--- src/rtl/core/sao_pkg.sv ---
// sao_pkg: shared constants, types and helpers of the sprite alpha overlay.
// No dependencies; imported by sprite_alpha_overlay, sao_front and sao_blend.
`default_nettype none

package sao_pkg;

	// Sprite store geometry
	localparam int SPRITE_MAX_W = 64;
	localparam int SPRITE_MAX_H = 64;
	localparam int STORE_DEPTH  = SPRITE_MAX_W * SPRITE_MAX_H;
	localparam int ADDR_W       = (STORE_DEPTH > 1) ? $clog2(STORE_DEPTH) : 1;
	localparam int WORD_W       = 32;

	// Field widths
	localparam int COORD_W = 11;
	localparam int CHAN_W  = 8;
	localparam int POS_W   = 12;
	localparam int SIZE_W  = 7;
	localparam int OFS_W   = 13;	// coordinate minus signed position
	localparam int SUM_W   = 16;	// bg*(255-a) + fg*a tops out at 65025

	localparam int IN_DATA_W  = 56;
	localparam int OUT_DATA_W = 24;

	localparam int CFG_IDX_W  = 2;
	localparam int CFG_DATA_W = 12;

	localparam logic [CHAN_W-1:0] CHAN_MAX = 8'd255;

	typedef enum logic [CFG_IDX_W-1:0] {
		REG_LEFT   = 2'd0,
		REG_TOP    = 2'd1,
		REG_WIDTH  = 2'd2,
		REG_HEIGHT = 2'd3
	} sao_reg_t;

	typedef enum logic {
		MODE_LOAD  = 1'b0,
		MODE_BLEND = 1'b1
	} sao_mode_t;

	typedef struct packed {
		logic signed [POS_W-1:0] left;
		logic signed [POS_W-1:0] top;
		logic [SIZE_W-1:0]       width;
		logic [SIZE_W-1:0]       height;
	} sao_cfg_t;

	typedef struct packed {
		sao_mode_t          mode;
		logic [COORD_W-1:0] col;
		logic [COORD_W-1:0] row;
		logic [CHAN_W-1:0]  c0;
		logic [CHAN_W-1:0]  c1;
		logic [CHAN_W-1:0]  c2;
		logic [CHAN_W-1:0]  alpha;
	} sao_in_t;

	typedef struct packed {
		logic              we;
		logic [ADDR_W-1:0] waddr;
		logic [WORD_W-1:0] wdata;
		logic              re;
		logic [ADDR_W-1:0] raddr;
	} sao_ram_req_t;

	// Blend item leaving the window stage; sprite word arrives alongside from the RAM
	typedef struct packed {
		logic              valid;
		logic              hit;
		logic [CHAN_W-1:0] bg0;
		logic [CHAN_W-1:0] bg1;
		logic [CHAN_W-1:0] bg2;
	} sao_s2_t;

	typedef struct packed {
		logic v1;
		logic v2;
		logic v3;
	} sao_stat_t;

	// floor(x/255) for x up to 255*255, exact over that range
	function automatic logic [CHAN_W-1:0] div255(input logic [SUM_W-1:0] x);
		logic [SUM_W:0] t;
		t = {1'b0, x} + {9'd0, x[SUM_W-1:8]} + 17'd1;
		return t[SUM_W-1:8];
	endfunction

endpackage

`default_nettype wire

--- src/rtl/core/sao_blend.sv ---
// sao_blend: weighted sums of background and sprite, divide by 255 and
// the output register. Depends on sao_pkg.
`default_nettype none

module sao_blend import sao_pkg::*; (
	input  wire logic              clk,
	input  wire logic              arst_n,
	input  wire sao_s2_t           s2,
	input  wire logic [WORD_W-1:0] sprite_word,
	output logic                   go3,
	output logic                   v3_o,
	input  wire logic              out_ready,
	output logic                   out_valid,
	output logic [CHAN_W-1:0]      out_c0,
	output logic [CHAN_W-1:0]      out_c1,
	output logic [CHAN_W-1:0]      out_c2,
	output logic                   out_win
);

	logic en3, en4;

	logic [CHAN_W-1:0] a, na;
	logic [CHAN_W-1:0] fg0, fg1, fg2;

	logic              v3_s3;
	logic              inside_s3;
	logic [CHAN_W-1:0] bg0_s3, bg1_s3, bg2_s3;
	logic [SUM_W-1:0]  sum0_s3, sum1_s3, sum2_s3;

	logic              v4_s4;
	logic              win_s4;
	logic [CHAN_W-1:0] c0_s4, c1_s4, c2_s4;

	assign en4 = !v4_s4 || out_ready;
	assign en3 = !v3_s3 || en4;
	assign go3 = en3;

	assign a   = sprite_word[31:24];
	assign na  = CHAN_MAX - a;
	assign fg0 = sprite_word[7:0];
	assign fg1 = sprite_word[15:8];
	assign fg2 = sprite_word[23:16];

	always_ff @(posedge clk or negedge arst_n) begin
		if (!arst_n) begin
			v3_s3 <= 1'b0;
			v4_s4 <= 1'b0;
		end else begin
			if (en3) begin
				v3_s3 <= s2.valid;
			end
			if (en4) begin
				v4_s4 <= v3_s3;
			end
		end
	end

	always_ff @(posedge clk) begin
		if (en3) begin
			inside_s3 <= s2.hit;
			bg0_s3    <= s2.bg0;
			bg1_s3    <= s2.bg1;
			bg2_s3    <= s2.bg2;
			sum0_s3   <= SUM_W'(s2.bg0) * SUM_W'(na) + SUM_W'(fg0) * SUM_W'(a);
			sum1_s3   <= SUM_W'(s2.bg1) * SUM_W'(na) + SUM_W'(fg1) * SUM_W'(a);
			sum2_s3   <= SUM_W'(s2.bg2) * SUM_W'(na) + SUM_W'(fg2) * SUM_W'(a);
		end
		if (en4) begin
			win_s4 <= inside_s3;
			c0_s4  <= inside_s3 ? div255(sum0_s3) : bg0_s3;
			c1_s4  <= inside_s3 ? div255(sum1_s3) : bg1_s3;
			c2_s4  <= inside_s3 ? div255(sum2_s3) : bg2_s3;
		end
	end

	assign v3_o      = v3_s3;
	assign out_valid = v4_s4;
	assign out_c0    = c0_s4;
	assign out_c1    = c1_s4;
	assign out_c2    = c2_s4;
	assign out_win   = win_s4;

endmodule

`default_nettype wire

--- config.mk ---
export PLATFORM = sky130hd
export DESIGN_NAME = sao_blend
export DESIGN_NICKNAME = d
export VERILOG_FILES = /design/src/rtl/core/sao_pkg.sv /design/src/rtl/core/sao_blend.sv
export SDC_FILE = /design/constraint.sdc
export NUM_CORES = 1
export LEC_CHECK = 0
export BUFFER_PORTS_ARGS = -buffer_cell sky130_fd_sc_hd__clkbuf_2
export CORE_UTILIZATION = 30
export CTS_CLUSTER_DIAMETER = 30
export DETAILED_ROUTE_END_ITERATION = 10
export PLACE_DENSITY = 0.43
export SKIP_CTS_REPAIR_TIMING = 1
export SYNTH_ARGS = -nofsm -noshare
export SYNTH_HDL_FRONTEND = slang
export SYNTH_SLANG_ARGS = --single-unit
export TNS_END_PERCENT = 50
--- constraint.sdc ---
create_clock -name clk -period 4.5 [get_ports clk]
set_clock_uncertainty 0.1 [all_clocks]
set_input_delay 0.675 -clock clk [delete_from_list [all_inputs] [get_ports clk]]
set_output_delay 0.675 -clock clk [all_outputs]
set_load 0.05 [all_outputs]
==> flow_metrics.env <==
export IMPL_status="finished with violations"
export IMPL_violations="setup timing"
export IMPL_clockBufferDepth=2
export IMPL_wirelength_um=47700
export IMPL_drt_iter0_drc=468
export IMPL_crit_arrival_ps=5580
export IMPL_grt_pass1_vias=14301
export IMPL_cts_max_level=3
export IMPL_rsz0062_at_grt="yes"
export IMPL_coreArea_um2=57900
export IMPL_overflow=0
export IMPL_required_ps=4550
export IMPL_synth_avg_cell_area_um2=9.76
export IMPL_pin_count=89
export IMPL_ant_nets=0
export IMPL_antenna_found_initial=0
export IMPL_critPathKind="primary input to register"
export IMPL_drive_gt1_share_pct=27.2
export IMPL_hold_viol_final=0
export IMPL_hold_path_class="primary input to register"
export IMPL_routabilityCongestion=0.828
export IMPL_die_area_um2=59800
export IMPL_cts_tree="yes"
export IMPL_yosysSeqAreaShare_pct=17.0
export IMPL_portBuffers=88
export IMPL_endpoint_kind="register"
export IMPL_tightestPinTransition_ps=1020
export IMPL_dieWidth_um=245
export IMPL_cp_start_kind="primary input"
export IMPL_placementRows=88
export IMPL_drtPass1Iterations=5
export IMPL_vias_per_cell=4.48
export IMPL_grt_max_degree=75
export IMPL_hold_slack_ps=376
export IMPL_num_vias=13030
export IMPL_diodes=0
export IMPL_synthToLayoutAreaGrowth_pct=29.9
export IMPL_worst_slack_ps=-1030
export IMPL_wl_per_cell_um=16.4
export IMPL_die_y_um=245
export IMPL_worstPathMaxFanout=5
export IMPL_min_path_cells=1
export IMPL_fmax_mhz=181
export IMPL_synth_top_flop_cell="edfxtp_1"
export IMPL_hpwlAfterDp_um=38300
export IMPL_ys_warn_count=0
export IMPL_clk_pin_slew_ps=90
export IMPL_synth_seq_cells=100
export IMPL_nFillCells=5881
export IMPL_maxSlewHeadroom_pct=31.7
export IMPL_start_util_pct=30.5
export IMPL_report_final_slew_viol_count=0
export IMPL_final_net_count=2694
export IMPL_period_needed_ps=5530
export IMPL_async_flop_share_pct=2.00
export IMPL_synth_cell_area_um2=17600
export IMPL_drc=0
export IMPL_grt_usage_pct=16.2
export IMPL_clkSinkCount=100
export IMPL_cts_root_buffer="clkbuf_16"
export IMPL_netlist_instances=1808
export IMPL_synth_edf_count=98
export IMPL_setup_viol_count_final=33
export IMPL_r2r_cells=6
export IMPL_fin_crit_sh_pct=123
export IMPL_yosysUniqueCellTypes=61
export IMPL_numCtsBuffers=9
export IMPL_clock_latency_ps=380
export IMPL_maxCapViolCount=0
export IMPL_grt_pass1_wl_um=75900
-- kinds of logic after synthesis --
group,share of synthesized area [%]
other cells,0.0213
compound gates,6.67
flops,17.0
mux,0.319
fa+ha+maj,47.4
buf+inv,10.1
simple gates,16.6
xor+xnor,1.91
-- state kept, by name (all words and copies together), names as in the netlist --
register,cells
out_valid,1
sum1_s3,16
bg1_s3,8
sum2_s3,16
sum0_s3,16
out_c2,8
inside_s3,1
bg2_s3,8
out_c0,8
v3_o,1
out_win,1
out_c1,8
bg0_s3,8
-- worst paths after layout --
check | startpoint | endpoint | slack (ps)
min in group asynchronous | arst_n | out_valid | 510
hold reg to reg | v3_o | out_valid | 400
hold / removal | s2[24] | inside_s3 | 380
max in group asynchronous | arst_n | v3_o | 3690
setup / recovery | sprite_word[29] | sum2_s3[12] | -1030
setup reg to reg | sum1_s3[14] | out_c1[3] | 1710
-- area by class of cell --
cell class / count / area (µm²) / share of cell area (%)
Timing Repair Buffer: 366 / 3200 / 14.0
Tap cell: 765 / 957 / 4.18
Inverter: 426 / 1600 / 6.98
Multi-Input combinational cell: 1235 / 13900 / 60.5
Clock buffer: 9 / 225 / 0.982
Clock inverter: 7 / 73.8 / 0.322
Sequential cell: 100 / 2990 / 13.1
-- metal layers --
layer  global-route usage (%)  share of wire, %  wire [µm]
met1                     22.3                48      22900
met2                     27.3                48      22900
met3                     1.68               2.6       1250
met4                     3.47               1.2        585
met5                        0                 0          0
-- Yosys cell counts (4+ instances only) --
| cell type | count | share of area, % |
|---|---|---|
| o21a_1 | 9 | 0.38 |
| and3_1 | 6 | 0.21 |
| ha_1 | 207 | 15 |
| nor2b_1 | 112 | 4.0 |
| fa_1 | 288 | 33 |
| a21o_1 | 17 | 0.72 |
| or4_1 | 6 | 0.26 |
| nand3_1 | 8 | 0.23 |
| a221oi_1 | 4 | 0.20 |
| inv_1 | 426 | 9.1 |
| nor3_1 | 6 | 0.17 |
| xnor2_1 | 24 | 1.2 |
| clkbuf_1 | 47 | 1.0 |
| nand2b_1 | 83 | 2.9 |
| a21oi_1 | 37 | 1.0 |
| nor2_1 | 44 | 0.94 |
| nand2_1 | 76 | 1.6 |
| a211o_1 | 5 | 0.25 |
| mux2_2 | 5 | 0.32 |
| nand4_1 | 6 | 0.21 |
| or3_1 | 14 | 0.50 |
| a31oi_1 | 18 | 0.64 |
| o21ai_0 | 41 | 1.2 |
| o21bai_1 | 6 | 0.26 |
| and2_1 | 138 | 4.9 |
| xor2_1 | 12 | 0.60 |
| edfxtp_1 | 98 | 17 |
| a211oi_1 | 12 | 0.51 |
-- metrics by stage --
stage | util, % | worst slack [ps] | TNS (ps) | cells | instance area, µm²
after CTS | 36.9 | -1160 | -28920 | 2860 | 21300
after floorplan | - | -1110 | -26280 | 1810 | 18200
after detailed placement | 36.3 | -1580 | -43870 | 2844 | 21000
after global placement | 36.3 | -1580 | -43040 | 2844 | 21000
after global routing | 39.6 | -1160 | -27880 | 2908 | 22900
final | 39.6 | -1030 | -23490 | 2908 | 22900
-- cell usage in the layout, fill, tap and decap left out, types with 13 or more instances in the layout --
cell type,synthesis,routed
a31oi_1,18,18
nor2_1,44,39
o21ai_0,41,29
inv_2,0,30
fa_2,0,16
a21o_1,17,17
buf_4,0,219
ha_4,0,24
and2_1,138,117
clkbuf_2,0,69
inv_1,426,396
or3_1,14,13
clkbuf_16,0,18
edfxtp_1,98,98
a21oi_1,37,21
a21oi_2,0,15
xnor2_1,24,21
nand2_1,76,74
nand2b_1,83,64
fa_1,288,272
ha_1,207,182
buf_12,0,28
nor2b_1,112,100
nand2b_4,0,19
and2_4,0,21
buf_6,0,23
-- worst max-delay path, stage by stage --
cell and delay, ps:
buf_12 110, clkbuf_16 140, nor2b_4 40, fa_1 540, inv_2 40, fa_1 540
inv_2 40, fa_1 540, fa_1 450, fa_1 540, inv_2 40, fa_1 510
inv_2 50, ha_4 160, or4_4 520, a211oi_4 290, nor2_2 70, buf_4 140
xor2_2 130
Power is left out: the tool's default activity adds up to more than one toggle a clock period on the data nets, which glitch-free logic cannot reach.
