==> src/rtl/core/sao_pkg.sv <==
// sao_pkg: shared constants, types and helpers of the sprite alpha overlay.
// No dependencies; imported by sprite_alpha_overlay, sao_front and sao_blend.
`default_nettype none

package sao_pkg;

	// Sprite store geometry
	localparam int SPRITE_MAX_W = 64;
	localparam int SPRITE_MAX_H = 64;
	localparam int STORE_DEPTH  = SPRITE_MAX_W * SPRITE_MAX_H;
	localparam int ADDR_W       = (STORE_DEPTH > 1) ? $clog2(STORE_DEPTH) : 1;
	localparam int WORD_W       = 32;

	// Field widths
	localparam int COORD_W = 11;
	localparam int CHAN_W  = 8;
	localparam int POS_W   = 12;
	localparam int SIZE_W  = 7;
	localparam int OFS_W   = 13;	// coordinate minus signed position
	localparam int SUM_W   = 16;	// bg*(255-a) + fg*a tops out at 65025

	localparam int IN_DATA_W  = 56;
	localparam int OUT_DATA_W = 24;

	localparam int CFG_IDX_W  = 2;
	localparam int CFG_DATA_W = 12;

	localparam logic [CHAN_W-1:0] CHAN_MAX = 8'd255;

	typedef enum logic [CFG_IDX_W-1:0] {
		REG_LEFT   = 2'd0,
		REG_TOP    = 2'd1,
		REG_WIDTH  = 2'd2,
		REG_HEIGHT = 2'd3
	} sao_reg_t;

	typedef enum logic {
		MODE_LOAD  = 1'b0,
		MODE_BLEND = 1'b1
	} sao_mode_t;

	typedef struct packed {
		logic signed [POS_W-1:0] left;
		logic signed [POS_W-1:0] top;
		logic [SIZE_W-1:0]       width;
		logic [SIZE_W-1:0]       height;
	} sao_cfg_t;

	typedef struct packed {
		sao_mode_t          mode;
		logic [COORD_W-1:0] col;
		logic [COORD_W-1:0] row;
		logic [CHAN_W-1:0]  c0;
		logic [CHAN_W-1:0]  c1;
		logic [CHAN_W-1:0]  c2;
		logic [CHAN_W-1:0]  alpha;
	} sao_in_t;

	typedef struct packed {
		logic              we;
		logic [ADDR_W-1:0] waddr;
		logic [WORD_W-1:0] wdata;
		logic              re;
		logic [ADDR_W-1:0] raddr;
	} sao_ram_req_t;

	// Blend item leaving the window stage; sprite word arrives alongside from the RAM
	typedef struct packed {
		logic              valid;
		logic              hit;
		logic [CHAN_W-1:0] bg0;
		logic [CHAN_W-1:0] bg1;
		logic [CHAN_W-1:0] bg2;
	} sao_s2_t;

	typedef struct packed {
		logic v1;
		logic v2;
		logic v3;
	} sao_stat_t;

	// floor(x/255) for x up to 255*255, exact over that range
	function automatic logic [CHAN_W-1:0] div255(input logic [SUM_W-1:0] x);
		logic [SUM_W:0] t;
		t = {1'b0, x} + {9'd0, x[SUM_W-1:8]} + 17'd1;
		return t[SUM_W-1:8];
	endfunction

endpackage

`default_nettype wire

==> src/rtl/core/sao_front.sv <==
// sao_front: input stage, window test, sprite store addressing and the
// stage that meets the RAM read data. Depends on sao_pkg.
`default_nettype none

module sao_front import sao_pkg::*; (
	input  wire logic         clk,
	input  wire logic         arst_n,
	input  wire logic         in_valid,
	output logic              in_ready,
	input  wire sao_in_t      in_item,
	input  wire sao_cfg_t     cfg,
	input  wire logic         go3,
	output sao_s2_t           s2,
	output sao_ram_req_t      ram_req,
	output logic              v1_o
);

	logic en1, en2;

	logic                     v1_s1;
	sao_in_t                  item_s1;
	logic signed [OFS_W-1:0]  fx_s1;
	logic signed [OFS_W-1:0]  fy_s1;

	logic signed [OFS_W-1:0]  fx_in, fy_in;
	logic [OFS_W-1:0]         w_lim, h_lim;
	logic                     hit;
	logic                     load_ok;

	sao_s2_t                  s2_s2;

	assign en2      = !s2_s2.valid || go3;
	assign en1      = !v1_s1 || en2;
	assign in_ready = en1;

	// Offset of the pixel from the sprite origin
	assign fx_in = $signed({2'b00, in_item.col}) - $signed({cfg.left[POS_W-1], cfg.left});
	assign fy_in = $signed({2'b00, in_item.row}) - $signed({cfg.top[POS_W-1], cfg.top});

	always_ff @(posedge clk or negedge arst_n) begin
		if (!arst_n) begin
			v1_s1 <= 1'b0;
		end else if (en1) begin
			v1_s1 <= in_valid;
		end
	end

	always_ff @(posedge clk) begin
		if (en1) begin
			item_s1 <= in_item;
			fx_s1   <= fx_in;
			fy_s1   <= fy_in;
		end
	end

	// Clamp the window size to the store
	assign w_lim = (32'(cfg.width) > SPRITE_MAX_W) ? OFS_W'(SPRITE_MAX_W)
		: OFS_W'(cfg.width);
	assign h_lim = (32'(cfg.height) > SPRITE_MAX_H) ? OFS_W'(SPRITE_MAX_H)
		: OFS_W'(cfg.height);

	assign hit = !fx_s1[OFS_W-1] && !fy_s1[OFS_W-1]
		&& ($unsigned(fx_s1) < w_lim) && ($unsigned(fy_s1) < h_lim);

	assign load_ok = (32'(item_s1.col) < SPRITE_MAX_W) && (32'(item_s1.row) < SPRITE_MAX_H);

	// Touch the store only when the item advances, so a stall keeps the read data
	always_comb begin
		ram_req.we    = v1_s1 && (item_s1.mode == MODE_LOAD) && load_ok && en2;
		ram_req.waddr = ADDR_W'(32'(item_s1.row) * SPRITE_MAX_W + 32'(item_s1.col));
		ram_req.wdata = {item_s1.alpha, item_s1.c2, item_s1.c1, item_s1.c0};
		ram_req.re    = v1_s1 && (item_s1.mode == MODE_BLEND) && hit && en2;
		ram_req.raddr = ADDR_W'(32'($unsigned(fy_s1)) * SPRITE_MAX_W
			+ 32'($unsigned(fx_s1)));
	end

	// Load items end here
	always_ff @(posedge clk or negedge arst_n) begin
		if (!arst_n) begin
			s2_s2 <= '0;
		end else if (en2) begin
			s2_s2.valid <= v1_s1 && (item_s1.mode == MODE_BLEND);
			s2_s2.hit   <= hit;
			s2_s2.bg0   <= item_s1.c0;
			s2_s2.bg1   <= item_s1.c1;
			s2_s2.bg2   <= item_s1.c2;
		end
	end

	assign s2   = s2_s2;
	assign v1_o = v1_s1;

endmodule

`default_nettype wire

==> config.mk <==
export PLATFORM = sky130hd
export DESIGN_NAME = sao_front
export DESIGN_NICKNAME = d
export VERILOG_FILES = /design/src/rtl/core/sao_pkg.sv /design/src/rtl/core/sao_front.sv
export SDC_FILE = /design/constraint.sdc
export NUM_CORES = 1
export LEC_CHECK = 0
export BUFFER_PORTS_ARGS = -buffer_cell sky130_fd_sc_hd__buf_2
export CORE_UTILIZATION = 45
export CTS_CLUSTER_DIAMETER = 40
export CTS_CLUSTER_SIZE = 40
export DETAILED_ROUTE_END_ITERATION = 7
export GPL_TIMING_DRIVEN = 0
export HOLD_SLACK_MARGIN = 0.03
export PLACE_DENSITY_LB_ADDON = 0.25
export SLEW_MARGIN = 0
export SYNTH_ARGS = -nofsm -noshare
export SYNTH_HDL_FRONTEND = slang
export SYNTH_SLANG_ARGS = --single-unit
==> constraint.sdc <==
create_clock -name clk -period 6.21 [get_ports clk]
set_input_delay 0.9315 -clock clk [delete_from_list [all_inputs] [get_ports clk]]
set_output_delay 0.9315 -clock clk [all_outputs]
set_load 0.02 [all_outputs]
==> summary.txt <==
Outcome
  • Status: finished clean

Synthesis
  • Number of flip-flops and latches in the synthesized netlist: ~110
  • Count of flip-flops with a built-in enable after synthesis: ~80
  • Syn nets: ~580
  • Warning count from the yosys run: 0
  • Synthesized area divided by synthesized cell count: 13.0 µm²
  • Cell count after synthesis: 432
  • Proportion of register bits with asynchronous set or reset after synthesis: about a quarter
  • Most used flip-flop cell after synthesis: edfxtp_1
  • Post-synthesis sequential area ratio: 55.5%
  • Synth unique cells: 48
  • Netlist area before placement: 0.00560 mm²

Final layout
  • Post-route insts no fill: between 800 and 900
  • Highest-count cells in the layout ignoring fill and taps: 185 x buf_2, 81 x edfxtp_1, 44 x inv_1, 44 x ha_1, 44 x buf_4
  • Most common library cell in the layout ignoring fill and taps: buf_2
  • Number of nets in the finished design: approximately 770
  • Number of diodes added for antenna fixing: 0
  • P&R area growth vs syn: 27.1%
  • Summed area of non-filler cells in the final layout: about 0.0071 mm²
  • Share of final-layout standard cells stronger than drive strength 1: ~44%

Floorplanning
  • Overall die area: between 0.01 and 0.015 mm²
  • I/O pin count: 183
  • Standard-cell row count: 40
  • Chip Width: roughly 110 µm
  • Die Ht: between 100 and 150 µm
  • Core area: between 0.01 and 0.015 mm²
  • Initial core utilization: a little under half

CTS
  • Htree depth: 3
  • Library cell used as clock root buffer: clkbuf_16
  • Number of hold buffers added after CTS: 0
  • CTS tree: done
  • Total number of clock tree sinks: roughly 110
  • Clock slew seen by the registers of the worst setup and hold paths: 0.07 ns
  • Skew-Pair Late Insertion Delay: between 0.3 and 0.4 ns
  • Number of instances resized during post-cts repair: 0
  • Number of post-CTS setup repair buffers: 0
  • Inserted Clock Buffers: 9
  • Max Root-Sink Buffers: 2

Critical path
  • Crit end category: primary output
  • End of the worst register-to-register path: fx_s1[7]
  • Launching point of the worst reg2reg path: v1_o
  • Crit Path Class: in2out
  • Arrival time at the worst endpoint: around 2.6 ns
  • Element type at the critical path start: input pin
  • Crit path max fanout: 6
  • Required time of the critical path: about 5.3 ns
  • Delay of the slowest cell on the worst path: 0.29 ns
  • R2r worst-path depth: 3
  • Cell breakdown of the critical path: buf_2, inv_1, nand2_1, ha_1, nor4b_1, o21ai_0, a211oi_1, o21ai_0, nor2_1, buf_2
  • Cell with the biggest individual delay on the critical path: nor4b_1
  • Register-to-register path setup slack: 4.31 ns

Worst hold path
  • Class of the tightest hold or removal check: reg2reg
  • Critical hold path startpoint: s2[14]
  • Worst hold stages: 1
  • WHS Endpoint: s2[14]

Power
  • Total power divided by cell area: between 200 and 300 mW/mm²
  • IR Drop Worst-Case VDD: 0.174 mV
  • Total chip power: 2.08 mW
  • Leakage power summed over all cells: 3.37 nW

Place
  • Number of port buffers: 182
  • Area of placed instances: a little under 0.007 mm²
  • HPWL after detailed placement: 9420 µm
  • RD Place Congestion: around 0.88
  • Number of cells after detailed placement: between 700 and 800

Route
  • Post-route DRC violation count: 0
  • Total via count in the routed design: roughly 4,000
  • Starting DRT DRC Count: ~190
  • Number of vias per cell after detailed routing: ~5
  • Routed wire per std cell: between 10 and 15 µm
  • Number of nets still failing antenna checks after routing: 0
  • Total routed wirelength: 11,700 µm
  • Number of optimization iterations in the first detailed-route pass: 4

STA
  • Slew HR: roughly 38%
  • Accumulated negative setup slack: 0 ns
  • Count of endpoints failing hold in the final timing report: 0
  • Highest Clock Rate: roughly 0.28 GHz
  • Slew at the pin closest to its max-slew limit: between 0.9 and 1 ns
  • Setup repair after global routing missed its margin: false
  • Count of final max-slew check failures: 0
  • Period utilisation layout: a little under three fifths
  • Number of setup violations in the final report: 0
  • Final critical path time including I/O delays and setup: ~3.5 ns
  • Layout Skew: around 0.008 ns

Job
  • Max-Cap Viols: 0

Global routing
  • Via count of the first global-routing pass: ~3,800
  • Global-route total usage across every layer: 18.9%
  • Antenna violations before repair: 0
  • Largest net degree at the start of global routing: 28
  • Global-route wire length before repair: between 15,000 and 20,000 µm
  • GRT Residual Overflow: 0
[worst max-delay path by stage]
| stage | from | end | slack, ns | cells past startpoint |
|---|---|---|---|---|
| floorplan | go3 | fx_s1[0] | 2.21 | 1 |
| global placement | go3 | in_ready | 0.50 | 3 |
| detailed placement | cfg[13] | ram_req[12] | 2.61 | 10 |
| CTS | cfg[13] | ram_req[12] | 2.59 | 10 |
| global route | cfg[13] | ram_req[12] | 2.46 | 10 |
| finish | cfg[13] | ram_req[12] | 2.67 | 10 |
[stage by stage]
step           util, %  worst slack [ns]  hold slack (ns)
2_1_floorplan        -              2.21            0.472
3_3_place_gp      55.7             0.504            0.484
3_5_place_dp      56.4              2.61            0.491
4_1_cts           59.0              2.59            0.508
5_1_grt           59.0              2.46            0.516
6_report          59.0              2.67            0.504
[cell families (layout without fill, tap and decap cells)]
| kind of cell | Yosys count | count (layout) | share of synthesized area [%] |
|---|---|---|---|
| AOI/OAI and AO/OA | 68 | 68 | 8.59 |
| xor gates and xnor gates | 24 | 24 | 3.76 |
| adders and majority gates | 48 | 48 | 11.3 |
| buffers and inverters | 91 | 293 | 9.12 |
| DFF | 108 | 108 | 55.5 |
| muxes | 25 | 25 | 5.01 |
| and+or+nand+nor | 68 | 68 | 6.73 |
[where the power goes]
part	internal [mW]	total, mW	switching, mW	leakage (nW)
sequential	0.878	0.920	0.0420	1.16
clock	0.339	0.593	0.254	0.156
combinational	0.248	0.569	0.321	2.06
total	1.46	2.08	0.617	3.37
[cells in the mapped netlist (all sizes together), types with 13 or more instances]
cell type	count	area share (%)
a21oi	16	1.4
buf	47	6.2
dfrtp	27	12
edfxtp	81	43
ha	44	9.8
inv	44	3.0
mux2	24	4.8
nand2	15	1.0
nor2	13	0.87
o21ai	13	1.2
xnor2	19	3.0
[layer usage]
layer / vias to the layer above / share of wire (%) / track usage [%]
met5: - / 0 / 0
met4: 0 / 2.4 / 8.95
met3: 19 / 5.9 / 4.62
met2: 133 / 47 / 31.6
met1: 1852 / 44 / 23.0
li1: 1916 / - / -
[cell type report]
type	count	area (µm²)
Fill cell	970	4950
Timing Repair Buffer	186	996
Tap cell	168	210
Clock inverter	5	56.3
Multi-Input combinational cell	233	1980
Buffer	47	345
Clock buffer	11	254
Sequential cell	108	3110
Inverter	44	165
[worst max-delay path, delay by kind of cell]
family / cells / cell delay [ns]
compound gates: 3 / 0.56
fa+ha+maj: 1 / 0.19
buf+inv: 3 / 0.43
simple gates: 3 / 0.48
[flip-flops by register name, summed over array words and instances (netlist names)]
signal	flops
fy_s1	13
s2	26
v1_o	1
ram_req	32
fx_s1	13
item_s1	23
Note: power is estimated with default switching activity, not from simulation.
